File: src/tchp_pkg.sv
// Package for the texture container header parser.
// Holds shared constants, command and status codes, bus structs and helpers.
// No dependencies.
package tchp_pkg;

  localparam int unsigned MAX_LEVELS_DEF = 16;
  localparam int unsigned HDR_BYTES      = 80;
  localparam int unsigned HDR_WORDS      = 20;
  localparam int unsigned ENTRY_BYTES    = 24;
  localparam int unsigned BATCH          = 16;
  localparam int unsigned CMD_DEPTH      = 2;
  localparam int unsigned LVL_IDX_W      = 5;

  localparam logic [31:0] FMT_BC_FIRST   = 32'd131;
  localparam logic [31:0] FMT_BC_LAST    = 32'd146;
  localparam logic [31:0] FMT_BC_8B_LAST = 32'd134;
  localparam logic [31:0] FMT_BC_8B_A    = 32'd139;
  localparam logic [31:0] FMT_BC_8B_B    = 32'd140;

  localparam logic [95:0] MAGIC = {8'h0A, 8'h1A, 8'h0A, 8'h0D, 8'hBB, 8'h30,
                                   8'h32, 8'h20, 8'h58, 8'h54, 8'h4B, 8'hAB};

  typedef enum logic [3:0] {
    ST_OK         = 4'd0,
    ST_SMALL      = 4'd1,
    ST_MAGIC      = 4'd2,
    ST_DIMS       = 4'd3,
    ST_LAYOUT     = 4'd4,
    ST_SUPERCOMP  = 4'd5,
    ST_FORMAT     = 4'd6,
    ST_INDEX      = 4'd7,
    ST_LEVELS     = 4'd8,
    ST_DATASTART  = 4'd9,
    ST_SHORT      = 4'd10,
    ST_BOUNDS     = 4'd11
  } status_e;

  typedef enum logic [1:0] {
    CMD_ERR    = 2'd0,
    CMD_FINISH = 2'd1,
    CMD_CONT   = 2'd2
  } cmd_op_e;

  typedef struct packed {
    cmd_op_e op;
    status_e code;
  } cmd_t;

  typedef struct packed {
    logic [31:0] size;
    logic [31:0] vk_format;
    logic [31:0] width;
    logic [31:0] height;
    logic [31:0] level_count;
    logic [31:0] dfd_off;
    logic [31:0] dfd_len;
    logic [31:0] kvd_off;
    logic [31:0] kvd_len;
    logic [63:0] sgd_off;
    logic [63:0] sgd_len;
  } hdr_t;

  typedef struct packed {
    logic                 off_we;
    logic                 len_we;
    logic [LVL_IDX_W-1:0] addr;
    logic [63:0]          data;
  } lvl_wr_t;

  typedef struct packed {
    logic idle;
    logic hold;
  } back_stat_t;

  function automatic logic [2:0] block_shift(logic [31:0] f);
    logic [2:0] s;
    if (f < FMT_BC_FIRST || f > FMT_BC_LAST) begin
      s = 3'd0;
    end else if (f <= FMT_BC_8B_LAST || f == FMT_BC_8B_A || f == FMT_BC_8B_B) begin
      s = 3'd3;
    end else begin
      s = 3'd4;
    end
    return s;
  endfunction

  function automatic logic [31:0] dim_at(logic [31:0] d, logic [4:0] m);
    logic [31:0] v;
    v = d >> m;
    return (v == 32'd0) ? 32'd1 : v;
  endfunction

endpackage

File: src/tchp_cmd_fifo.sv
// Command queue between the byte front end and the record back end.
// Depends on tchp_pkg.
module tchp_cmd_fifo (
  input  logic          clk_i,
  input  logic          rst_ni,
  input  logic          push_i,
  input  tchp_pkg::cmd_t data_i,
  input  logic          pop_i,
  output tchp_pkg::cmd_t data_o,
  output logic          empty_o,
  output logic          full_o
);
  import tchp_pkg::*;

  localparam int unsigned PW = (CMD_DEPTH > 1) ? $clog2(CMD_DEPTH) : 1;
  localparam int unsigned CW = $clog2(CMD_DEPTH + 1);

  cmd_t          mem_q [CMD_DEPTH];
  logic [PW-1:0] wp_q, wp_d, rp_q, rp_d;
  logic [CW-1:0] cnt_q, cnt_d;
  logic          do_push, do_pop;

  assign empty_o = (cnt_q == '0);
  assign full_o  = (cnt_q == CW'(CMD_DEPTH));
  assign do_push = push_i && !full_o;
  assign do_pop  = pop_i && !empty_o;
  assign data_o  = mem_q[rp_q];

  always_comb begin
    wp_d  = wp_q;
    rp_d  = rp_q;
    cnt_d = cnt_q;
    if (do_push) begin
      wp_d = (wp_q == PW'(CMD_DEPTH - 1)) ? '0 : wp_q + 1'b1;
    end
    if (do_pop) begin
      rp_d = (rp_q == PW'(CMD_DEPTH - 1)) ? '0 : rp_q + 1'b1;
    end
    if (do_push && !do_pop) begin
      cnt_d = cnt_q + 1'b1;
    end else if (do_pop && !do_push) begin
      cnt_d = cnt_q - 1'b1;
    end
  end

  always_ff @(posedge clk_i or negedge rst_ni) begin
    if (!rst_ni) begin
      wp_q  <= '0;
      rp_q  <= '0;
      cnt_q <= '0;
    end else begin
      wp_q  <= wp_d;
      rp_q  <= rp_d;
      cnt_q <= cnt_d;
    end
  end

  always_ff @(posedge clk_i) begin
    if (do_push) begin
      mem_q[wp_q] <= data_i;
    end
  end

endmodule

File: config.mk
export PLATFORM = sky130hd
export DESIGN_NAME = tchp_cmd_fifo
export DESIGN_NICKNAME = d
export VERILOG_FILES = /design/src/tchp_pkg.sv /design/src/tchp_cmd_fifo.sv
export SDC_FILE = /design/constraint.sdc
export NUM_CORES = 1
export LEC_CHECK = 0
export BUFFER_PORTS_ARGS = -buffer_cell sky130_fd_sc_hd__buf_2
export CORE_AREA = 5 5 45 47
export CTS_BUF_LIST = sky130_fd_sc_hd__clkbuf_2 sky130_fd_sc_hd__clkbuf_4 sky130_fd_sc_hd__clkbuf_8
export CTS_CLUSTER_DIAMETER = 100
export DETAILED_ROUTE_END_ITERATION = 8
export DIE_AREA = 0 0 50 52
export PLACE_DENSITY = 0.65
export RECOVER_POWER = 100
export SLEW_MARGIN = 40
export SYNTH_ARGS = -nofsm -noshare
export SYNTH_HDL_FRONTEND = slang
export SYNTH_SLANG_ARGS = --single-unit
export TNS_END_PERCENT = 10
File: constraint.sdc
create_clock -name clk_i -period 1.9 [get_ports clk_i]
set_input_delay 0.095 -clock clk_i [delete_from_list [all_inputs] [get_ports clk_i]]
set_output_delay 0.095 -clock clk_i [all_outputs]
set_load 0.03 [all_outputs]
==> results by group <==
Outcome
  – Status: finished, final reports clean

Global route
  – Largest net degree at the start of global routing: 10
  – Total grt overflow: 0
  – Global-route wire length before repair: 1620 microns
  – GRT Total Usage: 0.0827
  – Vias in the first global route: 372
  – Antenna violations before repair: 0

Yosys
  – Share of the synthesized area in the top cell type: 0.564
  – Seq cells post-synth: 16
  – Top post-synthesis cells by area: edfxtp_1 (56%), dfrtp_1 (16%), mux2_1 (7.0%)
  – Yosys top cell by area: edfxtp_1
  – Synth warn: 0
  – Synth Instances: 38
  – Register area share after synthesis: 0.720
  – Yosys cell types: 15
  – Syn Nets: between 40 and 50
  – Mean Syn Cell Area: 16.8 sq um
  – Synthesized cell area: between 600 and 700 sq um

Clocking
  – Worst-Skew Late Latency: about 0.28 ns
  – Total CTS buffers: 3
  – CTS HTree Levels: 1
  – CTS tree: done
  – Post-CTS setup buffers: 0
  – Clk root buf: clkbuf_4
  – Post-CTS sizing: 0
  – CTS sink cnt: 16
  – Clock buffer depth: 2
  – Clock-pin slew of the registers on the worst-case setup and hold paths: 0.09 ns
  – CTS Hold Bufs: 4

Timing
  – TNS Setup: 0 ns
  – RSZ-0062 raised after global routing: no
  – Final WS setup: roughly 0.37 ns
  – Hold Vio Cnt, Final: 0
  – Setup Skew: between 0.003 and 0.004 ns
  – Fin. max-slew vios: 0
  – Fin crit share: 0.803
  – Rel. slew slack: 0.652
  – Worst-margin pin slew: between 0.5 and 0.6 ns
  – Finish-stage setup viols: 0
  – Fin crit period: around 1.5 ns
  – Fmax: ~660 MHz

Routing
  – DRC viols: 0
  – Router iterations before antenna repair: 3
  – Drt wl/cell: about 13 microns
  – ANT nets after route: 0
  – Initial DRC Count: 2
  – Total Routed Length: 1050 microns
  – DR vias/cell: 4.51
  – Via count: 370

Die
  – Site Rows: 15
  – Core area: approximately 0.0016 sq mm
  – Die width: 50 microns
  – I/O pin total: 18
  – Initial core utilization: 0.396
  – Die ar.: 0.00260 sq mm
  – Chip height: 52 microns

Min path
  – Hold Path Depth: 3
  – Hold Startpoint: push_i
  – Worst hold path type: primary input to flip-flop

Worst setup path
  – Startpoint Class: flip-flop
  – Crit end category: flip-flop
  – Worst Setup SP: cnt_q[0]$_DFFE_PN0P_
  – Crit path kind: flip-flop to flip-flop
  – Worst EP required: 1.82 ns
  – Worst Path Max Fanout: 6
  – Reg2reg path depth: 3
  – Arr. time, crit path: 1.45 ns
  – R2R Path Start: cnt_q[0]$_DFFE_PN0P_

Place
  – DP Worst Slack: around 0.4 ns
  – Number of port buffers: 17
  – Routability cong.: ~0.75
  – DP Wirelength: ~760 microns

Pwr
  – Switching Fraction: 0.386
  – Pwr/cell area: 1560 mW/mm^2
  – Seq pwr share: 0.449
  – Maximum VDD drop: 0.776 mV
  – Design internal power: roughly 790 uW
  – Clock Power Share: 0.169
  – Total leakage power: about 0.00032 uW
  – Combinational share of power: 0.382
  – Switch Pwr: between 400 and 500 uW

Cells and area
  – Commonest non-fill, non-tap cell in the layout: clkbuf_1
  – Area Overhead vs Synth: 29.4%
  – Layout cells sized above 1: 0.154
  – Antenna diodes: 0
  – Most frequent cells in the layout: clkbuf_1 (14), edfxtp_1 (12), dlygate4sd3_1 (7)
  – Nets: 77

Flow run
  – Max-cap viol count: 0
[stage by stage]
step	std cells	instance area, sq um	hold slack [ns]	total power (uW)	utilization
detailed placement	71	741	-0.0906	1100	0.459
CTS	79	817	0.000165	1330	0.506
floorplan	38	639	-0.201	969	-
finish	82	827	0.150	1290	0.512
global route	82	827	0.137	1360	0.512
global placement	71	741	-0.0911	1090	0.459
[state kept, by name (all words and copies together), names as in the netlist]
| signal | count |
|---|---|
| cnt_q | 2 |
| mem_q | 12 |
| rp_q | 1 |
| wp_q | 1 |
[final timing paths]
check	end	slack [ns]
setup / recovery	mem_q[0][2]$_DFFE_PP_	0.37
max in group asynchronous	rp_q$_DFFE_PN0P_	1.54
min in group asynchronous	cnt_q[1]$_DFFE_PN0P_	0.17
setup reg to reg	mem_q[0][2]$_DFFE_PP_	0.37
hold reg to reg	wp_q$_DFFE_PN0N_	0.53
hold / removal	wp_q$_DFFE_PN0N_	0.15
[synth_stat cells, drive strengths merged]
library cell	n
and3	1
buf	1
dfrtp	4
edfxtp	12
ha	1
inv	2
mux2	6
nand2	1
nand2b	1
nor2	3
o21ai	1
xnor2	3
xor2	2
[power groups by stage]
stage / clock, uW / sequential, uW / combinational, uW
floorplan: 0 / 543 / 426
global placement: 0 / 580 / 508
detailed placement: 0 / 588 / 513
CTS: 225 / 582 / 519
global route: 240 / 592 / 527
finish: 218 / 578 / 491
[area by class of cell]
class	instances	area (sq um)
clock buffers	4	36.3
fillers	144	787
inverters	2	7.51
multi-input cells	19	164
flip-flops and latches	16	460
well taps	17	21.3
repair buffers	24	138
[per-layer routing]
layer / track usage / wire (microns) / vias to the layer above
met5: 0 / 0 / -
met2: 0.130 / 522 / 9
met4: 0.0393 / 0 / 0
li1: - / - / 186
met3: 0.0258 / 45 / 0
met1: 0.102 / 477 / 175
[cell families after synthesis]
family,Yosys count,synth area share
multiplexers,6,0.106
flip-flops,16,0.720
AND/OR/NAND/NOR,6,0.0470
XOR/XNOR,5,0.0803
adder cells (fa/ha/maj),1,0.0196
buffers and inverters,3,0.0196
AO/OA/AOI/OAI,1,0.00782
[worst max-delay path, stage by stage, from the launching register on]
cell      delay [ns]
dfrtp_1         0.43
nand2b_1        0.18
nand2_1         0.13
nor2_1          0.43
Power figures use the tool's default switching activity.
