===== src/tchp_pkg.sv =====
// Package for the texture container header parser.
// Holds shared constants, command and status codes, bus structs and helpers.
// No dependencies.
package tchp_pkg;

  localparam int unsigned MAX_LEVELS_DEF = 16;
  localparam int unsigned HDR_BYTES      = 80;
  localparam int unsigned HDR_WORDS      = 20;
  localparam int unsigned ENTRY_BYTES    = 24;
  localparam int unsigned BATCH          = 16;
  localparam int unsigned CMD_DEPTH      = 2;
  localparam int unsigned LVL_IDX_W      = 5;

  localparam logic [31:0] FMT_BC_FIRST   = 32'd131;
  localparam logic [31:0] FMT_BC_LAST    = 32'd146;
  localparam logic [31:0] FMT_BC_8B_LAST = 32'd134;
  localparam logic [31:0] FMT_BC_8B_A    = 32'd139;
  localparam logic [31:0] FMT_BC_8B_B    = 32'd140;

  localparam logic [95:0] MAGIC = {8'h0A, 8'h1A, 8'h0A, 8'h0D, 8'hBB, 8'h30,
                                   8'h32, 8'h20, 8'h58, 8'h54, 8'h4B, 8'hAB};

  typedef enum logic [3:0] {
    ST_OK         = 4'd0,
    ST_SMALL      = 4'd1,
    ST_MAGIC      = 4'd2,
    ST_DIMS       = 4'd3,
    ST_LAYOUT     = 4'd4,
    ST_SUPERCOMP  = 4'd5,
    ST_FORMAT     = 4'd6,
    ST_INDEX      = 4'd7,
    ST_LEVELS     = 4'd8,
    ST_DATASTART  = 4'd9,
    ST_SHORT      = 4'd10,
    ST_BOUNDS     = 4'd11
  } status_e;

  typedef enum logic [1:0] {
    CMD_ERR    = 2'd0,
    CMD_FINISH = 2'd1,
    CMD_CONT   = 2'd2
  } cmd_op_e;

  typedef struct packed {
    cmd_op_e op;
    status_e code;
  } cmd_t;

  typedef struct packed {
    logic [31:0] size;
    logic [31:0] vk_format;
    logic [31:0] width;
    logic [31:0] height;
    logic [31:0] level_count;
    logic [31:0] dfd_off;
    logic [31:0] dfd_len;
    logic [31:0] kvd_off;
    logic [31:0] kvd_len;
    logic [63:0] sgd_off;
    logic [63:0] sgd_len;
  } hdr_t;

  typedef struct packed {
    logic                 off_we;
    logic                 len_we;
    logic [LVL_IDX_W-1:0] addr;
    logic [63:0]          data;
  } lvl_wr_t;

  typedef struct packed {
    logic idle;
    logic hold;
  } back_stat_t;

  function automatic logic [2:0] block_shift(logic [31:0] f);
    logic [2:0] s;
    if (f < FMT_BC_FIRST || f > FMT_BC_LAST) begin
      s = 3'd0;
    end else if (f <= FMT_BC_8B_LAST || f == FMT_BC_8B_A || f == FMT_BC_8B_B) begin
      s = 3'd3;
    end else begin
      s = 3'd4;
    end
    return s;
  endfunction

  function automatic logic [31:0] dim_at(logic [31:0] d, logic [4:0] m);
    logic [31:0] v;
    v = d >> m;
    return (v == 32'd0) ? 32'd1 : v;
  endfunction

endpackage


===== src/tchp_if.sv =====
// Handshake channels of the texture container header parser.
// Input byte channel and output record channel; no dependencies.
interface tchp_in_if;
  logic        valid;
  logic        ready;
  logic [7:0]  data_byte;
  logic        start_req;
  logic [31:0] file_size;
  modport source (output valid, data_byte, start_req, file_size, input ready);
  modport sink   (input valid, data_byte, start_req, file_size, output ready);
endinterface



===== src/tchp_front.sv =====
// Front end: accepts file bytes, stores header words and level index entries,
// runs header checks and issues commands to the back end. Depends on tchp_pkg and tchp_if.
module tchp_front #(
  parameter int unsigned MAX_LEVELS = tchp_pkg::MAX_LEVELS_DEF
) (
  input  logic                 clk_i,
  input  logic                 rst_ni,
  tchp_in_if.sink              in_i,
  output logic                 cmd_push_o,
  output tchp_pkg::cmd_t       cmd_o,
  input  logic                 cmd_full_i,
  input  logic                 cmd_empty_i,
  input  tchp_pkg::back_stat_t stat_i,
  output tchp_pkg::hdr_t       hdr_o,
  output tchp_pkg::lvl_wr_t    wr_o
);
  import tchp_pkg::*;

  localparam int unsigned LW    = $clog2(MAX_LEVELS + 1);
  localparam int unsigned POS_W = $clog2(HDR_BYTES + ENTRY_BYTES * MAX_LEVELS + 1);
  localparam int unsigned KW    = $clog2(ENTRY_BYTES);

  typedef enum logic [3:0] {
    F_IDLE = 4'b0001,
    F_LOAD = 4'b0010,
    F_WAIT = 4'b0100,
    F_EMIT = 4'b1000
  } fst_e;

  fst_e             st_q, st_d;
  logic [POS_W-1:0] pos_q, pos_d, end_q;
  logic [KW-1:0]    k_q, k_d;
  logic [LVL_IDX_W-1:0] ent_q, ent_d;
  logic [55:0]      sh_q;
  logic [31:0]      size_q;
  logic [31:0]      hdr_q [HDR_WORDS];

  logic             acc, start, too_small, load_en, in_hdr, hdr_end, hdr_bad;
  logic [POS_W-1:0] p, pnext, end_val;
  logic [7:0]       b;
  status_e          hdr_code;
  logic [37:0]      idx_need;
  logic [LW-1:0]    lvl;

  assign in_i.ready = (st_q != F_WAIT) && !cmd_full_i;
  assign acc       = in_i.valid && in_i.ready;
  assign start     = in_i.start_req;
  assign b         = in_i.data_byte;
  assign too_small = in_i.file_size < 32'(HDR_BYTES);
  assign load_en   = acc && (start ? !too_small : (st_q == F_LOAD));
  assign p         = start ? '0 : pos_q;
  assign pnext     = p + 1'b1;
  assign in_hdr    = p < POS_W'(HDR_BYTES);
  assign hdr_end   = pnext == POS_W'(HDR_BYTES);
  assign lvl       = hdr_q[10][LW-1:0];
  assign end_val   = POS_W'(HDR_BYTES) + POS_W'(lvl) * POS_W'(ENTRY_BYTES);
  assign idx_need  = 38'(HDR_BYTES) + (38'(hdr_q[10]) << 4) + (38'(hdr_q[10]) << 3);

  always_comb begin
    hdr_bad  = 1'b1;
    hdr_code = ST_OK;
    priority if ({hdr_q[2], hdr_q[1], hdr_q[0]} != MAGIC) begin
      hdr_code = ST_MAGIC;
    end else if (hdr_q[10] == '0 || hdr_q[5] == '0 || hdr_q[6] == '0) begin
      hdr_code = ST_DIMS;
    end else if (hdr_q[8] > 32'd1 || hdr_q[9] != 32'd1) begin
      hdr_code = ST_LAYOUT;
    end else if (hdr_q[11] != '0) begin
      hdr_code = ST_SUPERCOMP;
    end else if (hdr_q[3] == '0) begin
      hdr_code = ST_FORMAT;
    end else if (idx_need > 38'(size_q)) begin
      hdr_code = ST_INDEX;
    end else if (hdr_q[10] > 32'(MAX_LEVELS)) begin
      hdr_code = ST_LEVELS;
    end else begin
      hdr_bad = 1'b0;
    end
  end

  always_comb begin
    st_d       = st_q;
    cmd_push_o = 1'b0;
    cmd_o      = '{op: CMD_ERR, code: ST_OK};
    if (acc) begin
      if (start && too_small) begin
        cmd_push_o = 1'b1;
        cmd_o      = '{op: CMD_ERR, code: ST_SMALL};
        st_d       = F_IDLE;
      end else if (load_en) begin
        st_d = F_LOAD;
        if (hdr_end) begin
          if (hdr_bad) begin
            cmd_push_o = 1'b1;
            cmd_o      = '{op: CMD_ERR, code: hdr_code};
            st_d       = F_IDLE;
          end
        end else if (pnext > POS_W'(HDR_BYTES) && pnext == end_q) begin
          cmd_push_o = 1'b1;
          cmd_o      = '{op: CMD_FINISH, code: ST_OK};
          st_d       = F_WAIT;
        end
      end else if (st_q == F_EMIT) begin
        cmd_push_o = 1'b1;
        cmd_o      = '{op: CMD_CONT, code: ST_OK};
        st_d       = F_WAIT;
      end
    end else if (st_q == F_WAIT && cmd_empty_i && stat_i.idle) begin
      st_d = stat_i.hold ? F_EMIT : F_IDLE;
    end
  end

  always_comb begin
    pos_d = pos_q;
    k_d   = k_q;
    ent_d = ent_q;
    if (load_en) begin
      pos_d = pnext;
      if (start) begin
        k_d   = '0;
        ent_d = '0;
      end else if (!in_hdr) begin
        if (k_q == KW'(ENTRY_BYTES - 1)) begin
          k_d   = '0;
          ent_d = ent_q + 1'b1;
        end else begin
          k_d = k_q + 1'b1;
        end
      end
    end
  end

  always_ff @(posedge clk_i or negedge rst_ni) begin
    if (!rst_ni) begin
      st_q  <= F_IDLE;
      pos_q <= '0;
      k_q   <= '0;
      ent_q <= '0;
    end else begin
      st_q  <= st_d;
      pos_q <= pos_d;
      k_q   <= k_d;
      ent_q <= ent_d;
    end
  end

  always_ff @(posedge clk_i) begin
    if (acc && start) begin
      size_q <= in_i.file_size;
    end
    if (load_en && in_hdr) begin
      hdr_q[p[6:2]][{p[1:0], 3'b000} +: 8] <= b;
    end
    if (load_en && !in_hdr) begin
      sh_q <= {b, sh_q[55:8]};
    end
    if (load_en && hdr_end) begin
      end_q <= end_val;
    end
  end

  assign wr_o.off_we = load_en && !in_hdr && (k_q == KW'(7));
  assign wr_o.len_we = load_en && !in_hdr && (k_q == KW'(15));
  assign wr_o.addr   = ent_q;
  assign wr_o.data   = {b, sh_q};

  assign hdr_o.size        = size_q;
  assign hdr_o.vk_format   = hdr_q[3];
  assign hdr_o.width       = hdr_q[5];
  assign hdr_o.height      = hdr_q[6];
  assign hdr_o.level_count = hdr_q[10];
  assign hdr_o.dfd_off     = hdr_q[12];
  assign hdr_o.dfd_len     = hdr_q[13];
  assign hdr_o.kvd_off     = hdr_q[14];
  assign hdr_o.kvd_len     = hdr_q[15];
  assign hdr_o.sgd_off     = {hdr_q[17], hdr_q[16]};
  assign hdr_o.sgd_len     = {hdr_q[19], hdr_q[18]};

endmodule


===== src/flat_wrapper.sv =====
// flat-port wrapper written by rule: the top's interface ports become plain ports
module tchp_front_flat import tchp_pkg::*;
#(
  parameter int unsigned MAX_LEVELS = tchp_pkg::MAX_LEVELS_DEF
)
  (clk_i, rst_ni, cmd_push_o, cmd_o, cmd_full_i, cmd_empty_i, stat_i, hdr_o, wr_o, in_i_valid, in_i_data_byte, in_i_start_req, in_i_file_size, in_i_ready);
  tchp_in_if in_i_i ();
  input  logic clk_i;
  input  logic rst_ni;
  output logic cmd_push_o;
  output tchp_pkg::cmd_t cmd_o;
  input  logic cmd_full_i;
  input  logic cmd_empty_i;
  input  tchp_pkg::back_stat_t stat_i;
  output tchp_pkg::hdr_t hdr_o;
  output tchp_pkg::lvl_wr_t wr_o;
  input wire logic [$bits(in_i_i.valid)-1:0] in_i_valid;
  input wire logic [$bits(in_i_i.data_byte)-1:0] in_i_data_byte;
  input wire logic [$bits(in_i_i.start_req)-1:0] in_i_start_req;
  input wire logic [$bits(in_i_i.file_size)-1:0] in_i_file_size;
  output wire logic [$bits(in_i_i.ready)-1:0] in_i_ready;
  assign in_i_i.valid = in_i_valid;
  assign in_i_i.data_byte = in_i_data_byte;
  assign in_i_i.start_req = in_i_start_req;
  assign in_i_i.file_size = in_i_file_size;
  assign in_i_ready = in_i_i.ready;
  tchp_front #(.MAX_LEVELS(MAX_LEVELS)) u_core (.clk_i(clk_i), .rst_ni(rst_ni), .in_i(in_i_i), .cmd_push_o(cmd_push_o), .cmd_o(cmd_o), .cmd_full_i(cmd_full_i), .cmd_empty_i(cmd_empty_i), .stat_i(stat_i), .hdr_o(hdr_o), .wr_o(wr_o));
endmodule

===== config.mk =====
export PLATFORM = sky130hd
export DESIGN_NAME = tchp_front_flat
export DESIGN_NICKNAME = d
export VERILOG_FILES = /design/src/tchp_pkg.sv /design/src/tchp_if.sv /design/src/tchp_front.sv /design/src/flat_wrapper.sv
export SDC_FILE = /design/constraint.sdc
export NUM_CORES = 1
export LEC_CHECK = 0
export BUFFER_PORTS_ARGS = -buffer_cell sky130_fd_sc_hd__buf_2
export CORE_UTILIZATION = 55
export CTS_CLUSTER_DIAMETER = 150
export CTS_CLUSTER_SIZE = 24
export DETAILED_ROUTE_END_ITERATION = 10
export PLACE_DENSITY = 0.85
export SYNTH_ARGS = -nofsm -noshare
export SYNTH_HDL_FRONTEND = slang
export SYNTH_SLANG_ARGS = --single-unit

===== constraint.sdc =====
create_clock -name clk_i -period 7.4 [get_ports clk_i]
set_input_delay 0.74 -clock clk_i [delete_from_list [all_inputs] [get_ports clk_i]]
set_output_delay 0.74 -clock clk_i [all_outputs]
set_load 0.02 [all_outputs]

==> out/metrics.cfg <==
[clock_network]
cts_sinks=692
h-tree-depth=2
cts-hold-fix-buffers=0
root_buffer=clkbuf_16
tritoncts=done
clock_latency_ns=0.60
tritoncts.num_buffers=34
clockBufferDepth=3
path_clk_slew_ns=0.10

[cells_and_area]
multi_input_area_sq_um=6220
fin_cells=2902
syn2layout_area_growth_pct=18.0
fillers=3285
drive_above_1_share_pct=29.9
fin_area_sq_um=31900
nNetsFinal=2405
regArea_sq_um=20700

[synthesis]
synth_area_leaders=edfxtp_1 74%, ha_1 3.8%, dfrtp_1 2.0%, nor2_1 1.9%, nor4_1 1.6%
synth_fa_ha_area_share_pct=3.90
yosys.area_share.xor_xnor_pct=2.43
ys_seq_area_share_pct=76.5
synth_top_family_by_area=simple AND/OR/NAND/NOR gates
ys_ff_latch=692
synth_cells=1692
ys_async_sr_fraction_pct=3.32
yosysTopAreaCellShare_pct=74.4
ys_types=67
syn-num-nets=1823
syn_avg_cell_area_sq_um=16.0
syn-cell-area_sq_um=27000
synth.mux.area_fraction_pct=0.0788
yosys_warnings=0
synth_compound_area_share_pct=4.36
synth_edf_count=669
synth_top_cell_by_area=edfxtp_1
synth-main-ff-cell=edfxtp_1
synth_simple_gate_area_share_pct=11.3

[placed_design]
post-place-ws_ns=0.135
dp_cells=2826
port_buffers=542
placed_cell_area_sq_um=30400
gp_congestion=0.982
hpwl_um=54400

[pwr]
seqPwrFrac_pct=63.7
vdd_drop_max_v=0.000269
p_leak_nw=12.0
power_frac_clock_pct=29.4
power_density_nw_per_um2=220
intPower_mw=5.41
p_sw_share_pct=22.9
combPwrFrac_pct=6.9
power.switching_mw=1.61

[setup_path]
criticalPathCategory=reg -> out
crit_path_max_fanout=7
crit_required_ns=6.66
end_kind=primary output
path_delay_family=simple AND/OR/NAND/NOR gates
crit_buf_inv=1
slowest_stage=edfxtp_1
crit_top_cell=a21oi_2
start_kind=register
arrival_ns=6.48
max_stage_delay_ns=0.59

[grt]
track_usage_pct=30.4
globalRoute.busiestLayer=met2
grt_pass1_vias=17200
grt_start_max_net_pins=57
antenna_found_initial=3
grt_use_met1_pct=39.1
grtUsageMet3_pct=7.33
grt_pass1_wl_um=110000
overflow=0
grt_use_met2_pct=50.0

[die]
start_util_pct=56.2
die_h_um=224
core_sq_um=48000
std_cell_rows=80
pin_count=543
dieArea_sq_um=50000
die_x_um=224

[timing]
setup_ws_ns=0.176
post-route-min-period_ns=7.22
max_freq_mhz=138
tightest_slew_ns=1.32
drv_slew=0
finalHoldViolCount=0
maxSlewHeadroom_pct=12.3
setup_viol=0
fin_crit_sh_pct=97.6
clock_skew_ns=0.0269

[route]
first_iter_violations=1933
postRouteAntennaNets=0
drc_errors=0
dr_total_vias=17800
firstDrtPassIters=6
viasPerCell=6.13
finalWirelength_um=78500
wire_per_inst_um=27.0

[status]
status=completed

[flow_run]
cap_violations=0

[worst_hold_path]
min_path_type=in -> async

-- placed cells by master (no fill, tap or decap), drive strengths merged, types with 4 or more instances in the layout --
cell and n:
nor4b 19, and4 7, or3 5, nor3b 5, and4b 4, and3 17, o21ai 41, nor2 136
a211o 4, nor4bb 16, xnor2 48, clkbuf 43, a31oi 11, nand4 52, dfrtp 22, a211oi 7
o21bai 5, nor4 69, o211ai 5, nor3 29, xor2 27, ha 81, and2 45, a21oi 54
nand2 107, o21a 4, buf 582, inv 55, nand2b 7, edfxtp 669, nand3 32, nor2b 10
o22ai 4, a21o 22, o31ai 4
-- cell type report --
class,count,share of cell area (%)
timing repair buffer,582,9.48
sequential,692,64.9
clock inverter,4,0.291
clock buffer,43,2.78
antenna,2,0.0157
multi-input combinational,909,19.5
tap,615,2.41
inverter,55,0.648
-- metal layers --
layer / wire length [um] / vias to the layer above / part of all wire (%)
li1: - / 7659 / -
met1: 29400 / 8821 / 38
met2: 37700 / 1128 / 48
met3: 7950 / 193 / 10
met4: 3390 / 0 / 4.3
met5: 0 / - / 0
-- logic make-up (layout without fill, tap and decap cells) --
| kind of cell | Yosys count | count (layout) |
|---|---|---|
| AOI/OAI and AO/OA | 180 | 180 |
| xor gates and xnor gates | 75 | 75 |
| adders and majority gates | 83 | 83 |
| buffers and inverters | 91 | 684 |
| DFF | 692 | 692 |
| muxes | 2 | 2 |
| other | 0 | 2 |
| and+or+nand+nor | 569 | 569 |
-- state kept, by name, summed over array words and instances, names as in the netlist --
signal         count
u_core.size_q     32
u_core.end_q       6
u_core.ent_q       5
u_core.pos_q       9
u_core.sh_q       56
u_core.hdr_q     575
u_core.k_q         5
u_core.st_q        4
-- cell usage after synthesis, types with 22 or more instances --
cell,count
a21oi_1,54
and2_1,43
dfrtp_1,22
edfxtp_1,669
ha_1,81
inv_1,55
nand2_1,107
nand3_1,32
nand4_1,52
nor2_1,136
nor3_1,29
nor4_1,69
o21ai_0,38
xnor2_1,48
xor2_1,27
-- worst paths after layout --
check,start,to,slack [ns],cells after the start
worst max-delay path,u_core.hdr_q[10][3]$_DFFE_PP_,cmd_o[3],0.18,30
worst min-delay path,rst_ni,u_core.k_q[2]$_DFFE_PN0P_,0.12,1
min in group clk_i,in_i_file_size[0],u_core.size_q[0]$_DFFE_PP_,0.31,1
worst min register to register,u_core.sh_q[24]$_DFFE_PP_,u_core.sh_q[16]$_DFFE_PP_,0.45,0
max in group asynchronous,rst_ni,u_core.k_q[1]$_DFFE_PN0P_,6.91,1
worst max register to register,u_core.hdr_q[10][3]$_DFFE_PP_,u_core.st_q[1]$_DFFE_PN0P_,1.36,30
-- metrics by stage --
stage / utilization (%) / TNS, ns / power [mW] / hold slack [ns]
6_report: 66.3 / 0 / 7.02 / 0.116
5_1_grt: 66.3 / -0.394 / 7.16 / 0.129
4_1_cts: 65.4 / 0 / 7.01 / 0.111
3_5_place_dp: 63.3 / 0 / 5.03 / 0.429
3_3_place_gp: 63.3 / 0 / 5.01 / 0.425
2_1_floorplan: - / 0 / 4.76 / 0.444
-- power by group through the flow --
stage          registers, mW  logic (mW)  clock network (mW)
5_1_grt                 4.47       0.503                2.18
3_3_place_gp            4.55       0.459                   0
3_5_place_dp            4.55       0.473                   0
4_1_cts                 4.47       0.475                2.07
2_1_floorplan           4.55       0.216                   0
6_report                4.47       0.484                2.07
-- timing repair --
item	CTS	global route
pin swaps	2	30
setup buffers	4	23
endpoints found under the setup margin	5	5
cloned	0	0
gates resized for setup	8	53
Power figures use the tool's default switching activity.
